==> src/rtl/core/lir_pkg.sv <==
// ----------------------------------------------------------------------------
// Linear interpolation resampler package
// Shared widths, constants, payload types and the sequencer state type.
// ----------------------------------------------------------------------------
package lir_pkg;

  localparam int unsigned SAMPLE_W       = 16;
  localparam int unsigned STEP_W         = 21;
  localparam int unsigned POS_W          = 21;
  localparam int unsigned FRAC_W         = 16;
  localparam int unsigned DIFF_W         = SAMPLE_W + 1;
  localparam int unsigned PROD_W         = 2 * DIFF_W;

  localparam int unsigned ONE_Q16        = 65536;
  localparam int unsigned MAX_OUT_PER_IN = 16;
  localparam int unsigned STEP_MIN       = ONE_Q16 / MAX_OUT_PER_IN;
  localparam int unsigned STEP_MAX       = 1048576;
  localparam int unsigned STEP_RESET     = 65536;

  // Both queues hold two entries; the depth must stay a power of two.
  localparam int unsigned FIFO_DEPTH     = 2;
  localparam int unsigned FIFO_PTR_W     = $clog2(FIFO_DEPTH);
  localparam int unsigned FIFO_CNT_W     = $clog2(FIFO_DEPTH + 1);

  typedef struct packed {
    logic signed [SAMPLE_W-1:0] sample;
    logic                       final_in;
  } in_item_t;

  typedef struct packed {
    logic signed [SAMPLE_W-1:0] out_sample;
    logic                       has_sample;
    logic                       final_out;
  } out_item_t;

  typedef enum logic [1:0] {
    ST_IDLE,
    ST_INTERP,
    ST_IEMIT,
    ST_HOLD
  } seq_state_e;

endpackage

==> src/rtl/core/linear_interp_resampler.sv <==
// ----------------------------------------------------------------------------
// Linear interpolation resampler
// Flow: a request is written into the front queue and loaded by the sequencer,
//   whose multiply and emit states then push its results into the result queue.
// Sequencing: an item is loaded in ST_IDLE; each interpolated result passes
//   ST_INTERP, which multiplies, and ST_IEMIT; ST_HOLD emits held results and
//   ST_INTERP closes each interval. The single 17x17 product is registered.
// Reset: rst_ni is asynchronous, active low; it empties both queues, clears
//   the interpolation state and sets the step to 1.0 (equal rates).
// ----------------------------------------------------------------------------
module linear_interp_resampler (
  input  logic                        clk_i,
  input  logic                        rst_ni,
  // Input request queue side.
  input  logic                        push,
  output logic                        full,
  input  lir_pkg::in_item_t           in_i,
  // Result queue side.
  output logic                        empty,
  input  logic                        pop,
  output lir_pkg::out_item_t          out_o,
  // Step register, unsigned Q5.16 input-to-output rate ratio.
  input  logic                        cfg_we_i,
  input  logic [lir_pkg::STEP_W-1:0]  cfg_wdata_i
);

  // The front end only buffers input requests so that a new sample can be
  // taken while the sequencer is still walking the previous interval.
  logic              fe_valid;
  logic              fe_pop;
  lir_pkg::in_item_t fe_item;

  // Results travel from the sequencer into a small queue, which decouples
  // the sequencer from a consumer that stalls with pop held low.
  logic               oq_full;
  logic               oq_push;
  lir_pkg::out_item_t oq_item;

  lir_front u_front (
    .clk_i   (clk_i),
    .rst_ni  (rst_ni),
    .push_i  (push),
    .item_i  (in_i),
    .full_o  (full),
    .valid_o (fe_valid),
    .item_o  (fe_item),
    .pop_i   (fe_pop)
  );

  // The sequencer advances the output position by the saturated step. Each
  // interpolated result passes a multiply state and an emit state; after a
  // sample marked final it repeats that sample up to the block end and flags
  // the last result, or emits an empty flagged marker if none falls there.
  lir_back u_back (
    .clk_i        (clk_i),
    .rst_ni       (rst_ni),
    .cfg_we_i     (cfg_we_i),
    .cfg_wdata_i  (cfg_wdata_i),
    .item_valid_i (fe_valid),
    .item_i       (fe_item),
    .item_pop_o   (fe_pop),
    .res_full_i   (oq_full),
    .res_push_o   (oq_push),
    .res_o        (oq_item)
  );

  lir_outq u_outq (
    .clk_i   (clk_i),
    .rst_ni  (rst_ni),
    .push_i  (oq_push),
    .item_i  (oq_item),
    .full_o  (oq_full),
    .empty_o (empty),
    .item_o  (out_o),
    .pop_i   (pop)
  );

endmodule

==> src/rtl/core/lir_front.sv <==
// ----------------------------------------------------------------------------
// Resampler front end
// Accepts input requests and queues them for the interpolation sequencer.
// ----------------------------------------------------------------------------
module lir_front (
  input  logic             clk_i,
  input  logic             rst_ni,
  input  logic             push_i,
  input  lir_pkg::in_item_t item_i,
  output logic             full_o,
  output logic             valid_o,
  output lir_pkg::in_item_t item_o,
  input  logic             pop_i
);

  lir_pkg::in_item_t                  mem_q [lir_pkg::FIFO_DEPTH];
  logic [lir_pkg::FIFO_PTR_W-1:0]     wr_ptr_q, wr_ptr_d;
  logic [lir_pkg::FIFO_PTR_W-1:0]     rd_ptr_q, rd_ptr_d;
  logic [lir_pkg::FIFO_CNT_W-1:0]     cnt_q, cnt_d;
  logic                               wr_en, rd_en;

  assign full_o  = (cnt_q == lir_pkg::FIFO_CNT_W'(lir_pkg::FIFO_DEPTH));
  assign valid_o = (cnt_q != '0);
  assign item_o  = mem_q[rd_ptr_q];
  assign wr_en   = push_i && !full_o;
  assign rd_en   = pop_i && valid_o;

  always_comb begin
    wr_ptr_d = wr_en ? wr_ptr_q + 1'b1 : wr_ptr_q;
    rd_ptr_d = rd_en ? rd_ptr_q + 1'b1 : rd_ptr_q;
    unique case ({wr_en, rd_en})
      2'b10:   cnt_d = cnt_q + 1'b1;
      2'b01:   cnt_d = cnt_q - 1'b1;
      default: cnt_d = cnt_q;
    endcase
  end

  always_ff @(posedge clk_i or negedge rst_ni) begin
    if (!rst_ni) begin
      wr_ptr_q <= '0;
      rd_ptr_q <= '0;
      cnt_q    <= '0;
    end else begin
      wr_ptr_q <= wr_ptr_d;
      rd_ptr_q <= rd_ptr_d;
      cnt_q    <= cnt_d;
    end
  end

  always_ff @(posedge clk_i) begin
    if (wr_en) begin
      mem_q[wr_ptr_q] <= item_i;
    end
  end

endmodule

==> src/rtl/core/lir_outq.sv <==
// ----------------------------------------------------------------------------
// Resampler result queue
// Holds finished results until the consumer pops them.
// ----------------------------------------------------------------------------
module lir_outq (
  input  logic               clk_i,
  input  logic               rst_ni,
  input  logic               push_i,
  input  lir_pkg::out_item_t item_i,
  output logic               full_o,
  output logic               empty_o,
  output lir_pkg::out_item_t item_o,
  input  logic               pop_i
);

  lir_pkg::out_item_t                 mem_q [lir_pkg::FIFO_DEPTH];
  logic [lir_pkg::FIFO_PTR_W-1:0]     wr_ptr_q, wr_ptr_d;
  logic [lir_pkg::FIFO_PTR_W-1:0]     rd_ptr_q, rd_ptr_d;
  logic [lir_pkg::FIFO_CNT_W-1:0]     cnt_q, cnt_d;
  logic                               wr_en, rd_en;

  assign full_o  = (cnt_q == lir_pkg::FIFO_CNT_W'(lir_pkg::FIFO_DEPTH));
  assign empty_o = (cnt_q == '0);
  assign item_o  = mem_q[rd_ptr_q];
  assign wr_en   = push_i && !full_o;
  assign rd_en   = pop_i && !empty_o;

  always_comb begin
    wr_ptr_d = wr_en ? wr_ptr_q + 1'b1 : wr_ptr_q;
    rd_ptr_d = rd_en ? rd_ptr_q + 1'b1 : rd_ptr_q;
    unique case ({wr_en, rd_en})
      2'b10:   cnt_d = cnt_q + 1'b1;
      2'b01:   cnt_d = cnt_q - 1'b1;
      default: cnt_d = cnt_q;
    endcase
  end

  always_ff @(posedge clk_i or negedge rst_ni) begin
    if (!rst_ni) begin
      wr_ptr_q <= '0;
      rd_ptr_q <= '0;
      cnt_q    <= '0;
    end else begin
      wr_ptr_q <= wr_ptr_d;
      rd_ptr_q <= rd_ptr_d;
      cnt_q    <= cnt_d;
    end
  end

  always_ff @(posedge clk_i) begin
    if (wr_en) begin
      mem_q[wr_ptr_q] <= item_i;
    end
  end

endmodule

==> src/rtl/core/lir_back.sv <==
// ----------------------------------------------------------------------------
// Resampler interpolation sequencer
// Walks the output position across each input interval and emits results.
// ----------------------------------------------------------------------------
module lir_back (
  input  logic                          clk_i,
  input  logic                          rst_ni,
  input  logic                          cfg_we_i,
  input  logic [lir_pkg::STEP_W-1:0]    cfg_wdata_i,
  input  logic                          item_valid_i,
  input  lir_pkg::in_item_t             item_i,
  output logic                          item_pop_o,
  input  logic                          res_full_i,
  output logic                          res_push_o,
  output lir_pkg::out_item_t            res_o
);

  localparam logic [lir_pkg::POS_W-1:0]  ONE_POS  = lir_pkg::POS_W'(lir_pkg::ONE_Q16);
  localparam logic [lir_pkg::POS_W:0]    ONE_EXT  = (lir_pkg::POS_W + 1)'(lir_pkg::ONE_Q16);
  localparam logic [lir_pkg::POS_W:0]    TWO_EXT  =
    (lir_pkg::POS_W + 1)'(2 * lir_pkg::ONE_Q16);
  localparam logic [lir_pkg::STEP_W-1:0] S_MIN    = lir_pkg::STEP_W'(lir_pkg::STEP_MIN);
  localparam logic [lir_pkg::STEP_W-1:0] S_MAX    = lir_pkg::STEP_W'(lir_pkg::STEP_MAX);
  localparam logic [lir_pkg::STEP_W-1:0] S_RESET  = lir_pkg::STEP_W'(lir_pkg::STEP_RESET);

  lir_pkg::seq_state_e                state_q, state_d;
  logic [lir_pkg::STEP_W-1:0]         step_q;
  logic signed [lir_pkg::SAMPLE_W-1:0] prev_q, prev_d;
  logic signed [lir_pkg::SAMPLE_W-1:0] cur_q, cur_d;
  logic                               fin_q, fin_d;
  logic                               have_prev_q, have_prev_d;
  logic                               emitted_q, emitted_d;
  logic [lir_pkg::POS_W-1:0]          pos_q, pos_d;
  logic signed [lir_pkg::PROD_W-1:0]  prod_q, prod_d;

  logic [lir_pkg::POS_W:0]            nxt_pos;
  logic                               pos_lt_one;
  logic signed [lir_pkg::DIFF_W-1:0]  diff;
  logic signed [lir_pkg::DIFF_W-1:0]  frac_s;
  logic signed [lir_pkg::PROD_W-1:0]  prod_biased;
  logic [lir_pkg::SAMPLE_W-1:0]       interp;

  assign nxt_pos    = {1'b0, pos_q} + (lir_pkg::POS_W + 1)'(step_q);
  assign pos_lt_one = (pos_q < ONE_POS);
  assign diff       = {cur_q[lir_pkg::SAMPLE_W-1], cur_q}
                    - {prev_q[lir_pkg::SAMPLE_W-1], prev_q};
  assign frac_s     = {1'b0, pos_q[lir_pkg::FRAC_W-1:0]};

  // Truncation toward zero: a negative product is biased up before the shift.
  assign prod_biased = prod_q + (prod_q[lir_pkg::PROD_W-1]
                     ? lir_pkg::PROD_W'(lir_pkg::ONE_Q16 - 1) : '0);
  assign interp      = prev_q + prod_biased[lir_pkg::FRAC_W +: lir_pkg::SAMPLE_W];

  // Step register, saturated to the supported range as it is written.
  always_ff @(posedge clk_i or negedge rst_ni) begin
    if (!rst_ni) begin
      step_q <= S_RESET;
    end else if (cfg_we_i) begin
      if (cfg_wdata_i < S_MIN) begin
        step_q <= S_MIN;
      end else if (cfg_wdata_i > S_MAX) begin
        step_q <= S_MAX;
      end else begin
        step_q <= cfg_wdata_i;
      end
    end
  end

  // Next state.
  always_comb begin
    state_d = state_q;
    unique case (state_q)
      lir_pkg::ST_IDLE: begin
        if (item_valid_i) begin
          if (have_prev_q) begin
            state_d = lir_pkg::ST_INTERP;
          end else if (item_i.final_in) begin
            state_d = lir_pkg::ST_HOLD;
          end
        end
      end
      lir_pkg::ST_INTERP: begin
        if (pos_lt_one) begin
          state_d = lir_pkg::ST_IEMIT;
        end else begin
          state_d = fin_q ? lir_pkg::ST_HOLD : lir_pkg::ST_IDLE;
        end
      end
      lir_pkg::ST_IEMIT: begin
        if (!res_full_i) begin
          state_d = lir_pkg::ST_INTERP;
        end
      end
      lir_pkg::ST_HOLD: begin
        if (!pos_lt_one && (emitted_q || !res_full_i)) begin
          state_d = lir_pkg::ST_IDLE;
        end
      end
      default: state_d = lir_pkg::ST_IDLE;
    endcase
  end

  // Outputs and datapath updates.
  always_comb begin
    item_pop_o  = 1'b0;
    res_push_o  = 1'b0;
    res_o       = '0;
    prev_d      = prev_q;
    cur_d       = cur_q;
    fin_d       = fin_q;
    have_prev_d = have_prev_q;
    emitted_d   = emitted_q;
    pos_d       = pos_q;
    prod_d      = prod_q;
    unique case (state_q)
      lir_pkg::ST_IDLE: begin
        if (item_valid_i) begin
          item_pop_o = 1'b1;
          cur_d      = item_i.sample;
          fin_d      = item_i.final_in;
          emitted_d  = 1'b0;
          if (!have_prev_q) begin
            prev_d      = item_i.sample;
            have_prev_d = 1'b1;
          end
        end
      end
      lir_pkg::ST_INTERP: begin
        if (pos_lt_one) begin
          prod_d = diff * frac_s;
        end else begin
          pos_d  = pos_q - ONE_POS;
          prev_d = cur_q;
        end
      end
      lir_pkg::ST_IEMIT: begin
        if (!res_full_i) begin
          res_push_o       = 1'b1;
          res_o.out_sample = interp;
          res_o.has_sample = 1'b1;
          // Last overall only if the hold phase that follows has nothing to emit.
          res_o.final_out  = fin_q && (nxt_pos >= TWO_EXT);
          pos_d            = nxt_pos[lir_pkg::POS_W-1:0];
          emitted_d        = 1'b1;
        end
      end
      lir_pkg::ST_HOLD: begin
        if (pos_lt_one) begin
          if (!res_full_i) begin
            res_push_o       = 1'b1;
            res_o.out_sample = cur_q;
            res_o.has_sample = 1'b1;
            res_o.final_out  = (nxt_pos >= ONE_EXT);
            pos_d            = nxt_pos[lir_pkg::POS_W-1:0];
            emitted_d        = 1'b1;
          end
        end else if (emitted_q || !res_full_i) begin
          if (!emitted_q) begin
            res_push_o      = 1'b1;
            res_o.final_out = 1'b1;
          end
          prev_d      = '0;
          have_prev_d = 1'b0;
          pos_d       = '0;
        end
      end
      default: ;
    endcase
  end

  always_ff @(posedge clk_i or negedge rst_ni) begin
    if (!rst_ni) begin
      state_q     <= lir_pkg::ST_IDLE;
      prev_q      <= '0;
      have_prev_q <= 1'b0;
      pos_q       <= '0;
      emitted_q   <= 1'b0;
      fin_q       <= 1'b0;
    end else begin
      state_q     <= state_d;
      prev_q      <= prev_d;
      have_prev_q <= have_prev_d;
      pos_q       <= pos_d;
      emitted_q   <= emitted_d;
      fin_q       <= fin_d;
    end
  end

  always_ff @(posedge clk_i) begin
    cur_q  <= cur_d;
    prod_q <= prod_d;
  end

  a_no_push_when_full: assert property (@(posedge clk_i) disable iff (!rst_ni)
    res_push_o |-> !res_full_i)
    else $error("result pushed into a full queue");

  a_emit_pos_in_interval: assert property (@(posedge clk_i) disable iff (!rst_ni)
    (state_q == lir_pkg::ST_IEMIT) |-> (pos_q < ONE_POS))
    else $error("interpolation emitted outside the current interval");

  a_pos_zero_without_prev: assert property (@(posedge clk_i) disable iff (!rst_ni)
    !have_prev_q |-> (pos_q == '0))
    else $error("output position moved before the first sample");

  a_busy_has_prev: assert property (@(posedge clk_i) disable iff (!rst_ni)
    (state_q != lir_pkg::ST_IDLE) |-> have_prev_q)
    else $error("sequencer busy without a primed previous sample");

endmodule

==> config.mk <==
export PLATFORM = sky130hd
export DESIGN_NAME = linear_interp_resampler
export DESIGN_NICKNAME = d
export VERILOG_FILES = /design/src/rtl/core/lir_pkg.sv /design/src/rtl/core/linear_interp_resampler.sv /design/src/rtl/core/lir_front.sv /design/src/rtl/core/lir_outq.sv /design/src/rtl/core/lir_back.sv
export SDC_FILE = /design/constraint.sdc
export NUM_CORES = 1
export LEC_CHECK = 0
export BUFFER_PORTS_ARGS = -buffer_cell sky130_fd_sc_hd__buf_2
export CORE_ASPECT_RATIO = 1.25
export CORE_UTILIZATION = 40
export CTS_BUF_LIST = sky130_fd_sc_hd__clkbuf_8 sky130_fd_sc_hd__clkbuf_16
export CTS_CLUSTER_SIZE = 12
export DETAILED_ROUTE_END_ITERATION = 16
export GPL_TIMING_DRIVEN = 1
export PLACE_DENSITY_LB_ADDON = 0.08
export SLEW_MARGIN = 30
export SYNTH_ARGS = -nofsm -noshare
export SYNTH_HDL_FRONTEND = slang
export SYNTH_SLANG_ARGS = --single-unit
export TNS_END_PERCENT = 20
==> constraint.sdc <==
create_clock -name clk_i -period 11.1 [get_ports clk_i]
set_input_delay 2.22 -clock clk_i [delete_from_list [all_inputs] [get_ports clk_i]]
set_output_delay 2.22 -clock clk_i [all_outputs]
set_load 0.05 [all_outputs]
Word-level counts from Yosys, hierarchy flattened
Memories as Yosys holds them, arrays and structs flattened. Cells that the tools add are included.

Flip-flop bits (word level): 121. RAM bits: 70. Input port bits: 43. Output and inout bits: 20. Memories: 2.

Memory list: u_outq.mem_q (words 2, bits a word 18, rd ports 1, clocked after memory_dff 0, wr ports 1, line lir_outq.sv:16) `lir_pkg::out_item_t mem_q [lir_pkg::FIFO_DEPTH];`; u_front.mem_q (words 2, bits a word 17, rd ports 1, clocked after memory_dff 0, wr ports 1, line lir_front.sv:16) `lir_pkg::in_item_t mem_q [lir_pkg::FIFO_DEPTH];`.

Add/subtract/negate cells: 13. Multiply operators: 1. $lt $le $gt $ge: 5. Equality and inequality tests: 19. Muxes and demuxes: 48. Reductions and logical operators: 27.

Operators with widths (count): two-way mux 21 bit (6); two-way mux 16 bit (6); one-hot mux 21 bit (3 select lines) (1); one-hot mux 16 bit (3 select lines) (1); two-way mux 18 bit (2); one-hot mux 18 bit (2 select lines) (1); multiplier 17 x 17 -> 34 bit (1); adder 32 bit (1); adder 21 x 21 -> 22 bit (1); >= comparator 22 x 17 -> 1 bit, second input constant (1); >= comparator 22 x 18 -> 1 bit, second input constant (1); > comparator 21 bit, second input constant (1); < comparator 21 x 13 -> 1 bit, second input constant (1); < comparator 21 x 17 -> 1 bit, second input constant (1); subtractor 21 x 17 -> 21 bit, second input constant (1); two-way mux 1 bit (17); two-way mux 17 bit (1); subtractor 16 x 16 -> 17 bit (1); adder 16 bit (1); two-way mux 2 bit (7); equality test 2 bit, second input constant (6); inequality test 2 bit, second input constant (5); nonzero test 3 bit (3); one-hot mux 2 bit (2 select lines) (2); 18 further kinds (44).

Longest topological paths before layout
Depth in word-level cells: 9. Depth in mapped cells: 36. Gate-level depth less buffers: 35.

Cells and area by module
From an unflattened synthesis, not the netlist that was laid out.

Cell total of the unflattened synthesis: 2096. Area total of the unflattened synthesis: 20788.7 um^2.

By module, submodules not included: lir_back (times used 1, cells each 1951, area an instance 17809.6 um^2); lir_outq (times used 1, cells each 74, area an instance 1545.2 um^2); lir_front (times used 1, cells each 71, area an instance 1433.9 um^2).

Least setup slack after synthesis
No wires, ideal clock.

Path kind: flip-flop to flip-flop. From: register u_back.cur_q[0] (netlist name). To: register u_back.prod_q[29] (netlist name) (data pin). Library setup time: 0.258 ns. Data arrival time: 7.787 ns. Required time: 10.842 ns. Slack: 3.055 ns. Stages on the path, launching flop included: 32. Buffers on the path: 1. Period minus slack after synthesis: 8.045 ns. Cell sequence: edfxtp_1 -> inv_1 -> ha_1 -> fa_1 -> nor2b_1 -> o21ai_0 -> a21boi_0 -> o21ai_0 -> a21boi_1 -> o21ai_0 -> a21oi_1 -> o31a_1 -> o22ai_1 -> clkbuf_1 -> and2_1 -> fa_1 -> fa_1 -> fa_1 -> fa_1 -> fa_1 -> inv_1 -> fa_1 -> inv_1 -> ha_1 -> a21o_1 -> a31o_2 -> a21oi_1 -> a211oi_1 -> a221o_1 -> a21o_1 -> a21oi_1 -> xnor2_1.

Word-level cells in the longest chain between the ends: 2.

RTL lines: from (decl) (line lir_back.sv:29) `logic signed [lir_pkg::SAMPLE_W-1:0] cur_q, cur_d;`; from (signal assigned) (line lir_back.sv:190) `cur_q <= cur_d;`; subtractor 16 x 16 -> 17 bit (line lir_back.sv:46) `- {prev_q[lir_pkg::SAMPLE_W-1], prev_q};`; multiplier 17 x 17 -> 34 bit (line lir_back.sv:130) `prod_d = diff * frac_s;`; to (signal assigned) (line lir_back.sv:191) `prod_q <= prod_d;`; to (decl) (line lir_back.sv:34) `logic signed [lir_pkg::PROD_W-1:0] prod_q, prod_d;`.

No other way between the ends. A chain may end at the register's enable or synchronous reset.

Worst setup path in the final report
From: register u_back.prev_q[0] (netlist name). To: register u_back.prod_q[33] (netlist name) (data pin).

Word-level cells in the longest chain between the ends: 2.

RTL lines: from (decl) (line lir_back.sv:28) `logic signed [lir_pkg::SAMPLE_W-1:0] prev_q, prev_d;`; from (signal assigned) (line lir_back.sv:181) `prev_q <= prev_d;`; subtractor 16 x 16 -> 17 bit (line lir_back.sv:46); multiplier 17 x 17 -> 34 bit (line lir_back.sv:130).

No other way between the ends.

==> reports/results.tsv <==
metric	value	unit
status	completed	
die width	206	µm
Initial Util	40.4	%
Clock Tree Root	clkbuf_16	
number of global-route vias before repair	15900	
Hold-fix buffers, CTS	0	
core area	0.0514	mm²
ys flop type	edfxtp_1	
syn_nets	2625	
synthesized area per cell	9.68	µm²
Yosys warning total	0	
worst r2r src	u_back.prev_q[0]$_DFFE_PN0P_	
FILL cells	5076	
Achievable Freq	0.108	GHz
Critical Path AT	9.51	ns
gpl congestion	0.841	
Post-CTS Setup Bufs	0	
Async SR Flop Fraction	37.4	%
initial antenna violation count	0	
vias after detailed routing	14600	
clk sinks	190	
clk_skew	0.0151	ns
die height	257	µm
Worst setup SP type	register	
Slew headroom	38.0	%
Critical Path RT	11.32	ns
Die ar.	0.0529	mm²
Overflow after GRT	0	
Post-Syn Area	0.0208	mm²
Routed WL	53300	µm
FP Rows	93	
most used cell, CP	fa_1	
Synth area leader	fa_1	
IO Count	63	
crit path from	u_back.prev_q[0]$_DFFE_PN0P_	
post-route minimum period	9.29	ns
Reg2Reg Setup Slack	1.81	ns
RSZ-0062 raised after global routing	no	
synthesis-to-layout area growth	8.22	%
DRC	0	
gr usage total	21.9	%
final net count	2661	
R2R depth	33	
HP Class	reg -> reg	
port buffer count	62	
TNS Setup	0	ns
clk slew on worst S/H paths	0.09	ns
Final period util	83.7	%
Clock Latency Late Sink	0.48	ns
worst-path fanout max	16	
critical path endpoint	u_back.prod_q[33]$_DFFE_PP_	
max-slew violation count	0	
Seq/Total Area, Yosys	25.7	%
Antenna diodes	0	
Worst path slowest cell	fa_1	
DRT Pass-1 Iters	6	
cell count after synthesis	2148	
share of post-route cells with drive strength above 1	7.92	%
Routed WL per cell	18.6	µm
Max Root-Sink Buffers	2	
largest net degree at the start of global routing	72	
Hold Fails Final Rpt	0	
Detail Route Antenna Nets	0	
global-route wire length before repair	88000	µm
Critical R2R Capture	u_back.prod_q[33]$_DFFE_PP_	
# Max-Cap Violations	0	
Synth top area share	26.6	%
Synth cell types	61	
CTS Buf Count	17	
top cells by area, synth	fa_1, edfxtp_1, ha_1, dfrtp_1, inv_1	
CP max stage delay	0.55	ns
DRT iter0 DRCs	683	
CP Capture Type	register	
Vias/cell	5.10	
Crit Path Category	reg -> reg	
final setup violation count	0	
post-cts resize count	0	
Post-synth EDFFs	119	
dpl hpwl	43100	µm
commonest non-fill, non-tap cells in the layout	inv_1, fa_1, nand2_1	
H-Tree Depth	4	
Slew @ Worst Pin	0.929	ns
TritonCTS clock tree	done	
most common library cell in the layout ignoring fill and taps	inv_1	
#FFs+latches synth	190	
## sequential cells by signal, summed over array words and instances (netlist names)
register	cells
u_front.rd_ptr_q	1
u_back.state_q	2
u_back.emitted_q	1
u_front.cnt_q	2
u_front.mem_q	34
u_outq.wr_ptr_q	1
u_back.pos_q	21
u_back.step_q	21
u_back.fin_q	1
u_back.cur_q	16
u_back.prod_q	33
u_outq.cnt_q	2
u_back.have_prev_q	1
u_outq.mem_q	36
u_front.wr_ptr_q	1
u_back.prev_q	16
u_outq.rd_ptr_q	1
## worst min-delay path by stage
stage	startpoint	to	slack, ns	cells after the start
after floorplan	u_back.step_q[16]$_DFFE_PN1P_	u_back.step_q[16]$_DFFE_PN1P_	0.45	2
after global placement	u_back.pos_q[9]$_DFFE_PN0P_	u_back.pos_q[9]$_DFFE_PN0P_	0.47	2
after detailed placement	u_back.step_q[16]$_DFFE_PN1P_	u_back.step_q[16]$_DFFE_PN1P_	0.47	2
after CTS	u_back.step_q[16]$_DFFE_PN1P_	u_back.step_q[16]$_DFFE_PN1P_	0.48	2
after global routing	u_back.step_q[16]$_DFFE_PN1P_	u_back.step_q[16]$_DFFE_PN1P_	0.50	2
final	u_back.step_q[16]$_DFFE_PN1P_	u_back.step_q[16]$_DFFE_PN1P_	0.48	2
## routing by layer
layer | share of wire (%) | global-route usage (%) | up-vias
met1 | 41 | 26.5 | 7462
met3 | 2.7 | 2.89 | 57
li1 | - | - | 6903
met2 | 52 | 39.0 | 183
met5 | 0 | 0 | -
met4 | 3.7 | 8.29 | 0
## metrics by stage
stage / hold WS (ns) / utilization, % / worst slack (ns) / std cells / area (µm²)
finish: 0.477 / 43.7 / 1.81 / 2862 / 22500
global route: 0.505 / 43.7 / 1.17 / 2862 / 22500
CTS: 0.482 / 43.7 / 1.75 / 2862 / 22500
detailed placement: 0.468 / 42.5 / 1.76 / 2830 / 21900
global placement: 0.473 / 42.5 / 1.90 / 2829 / 21900
floorplan: 0.450 / - / 3.06 / 2148 / 20800
## kinds of logic (layout without fill, tap and decap cells)
logic type,Yosys count,after routing,synth area share (%)
and+or+nand+nor,586,586,13.4
buffers and inverters,486,535,8.79
adders and majority gates,436,436,36.2
AOI/OAI and AO/OA,307,307,9.43
DFF,190,190,25.7
xor gates and xnor gates,104,104,4.38
muxes,39,39,2.10
## Yosys cell counts (7+ instances only)
library cell / number
inv_1: 416
fa_1: 276
nand2_1: 262
ha_1: 158
edfxtp_1: 119
and2_1: 116
o21ai_0: 81
nor2_1: 80
xnor2_1: 74
a21oi_1: 72
dfrtp_1: 70
clkbuf_1: 66
a21o_1: 39
mux2_2: 37
nor2b_1: 37
xor2_1: 30
a31oi_1: 27
nand3_1: 21
nor3_1: 16
nand2b_1: 14
o21a_1: 12
a211oi_1: 11
nand4_1: 9
a22o_1: 8
and3_1: 8
or3_1: 7
## critical path: cells and delay by family, from the launching register on
| kind | cells | cell delay, ns |
|---|---|---|
| adders and majority gates | 9 | 4.02 |
| muxes | 1 | 0.18 |
| AOI/OAI and AO/OA | 13 | 3.09 |
| buffers and inverters | 4 | 0.20 |
| and+or+nand+nor | 5 | 1.04 |
| DFF | 1 | 0.41 |
| xor gates and xnor gates | 1 | 0.09 |
## cell type report
cell class                      count  area [µm²]  share of cell area (%)
Inverter                          417        1570                    6.96
Timing Repair Buffer               86         517                    2.30
Multi-Input combinational cell   1472       13600                    60.6
Clock inverter                     15         174                   0.773
Tap cell                          665         832                    3.70
Sequential cell                   190        5350                    23.8
Clock buffer                       17         425                    1.89
Power is not shown: default switching activity piles up to over one toggle a cycle in this logic, so the estimate is an artifact.
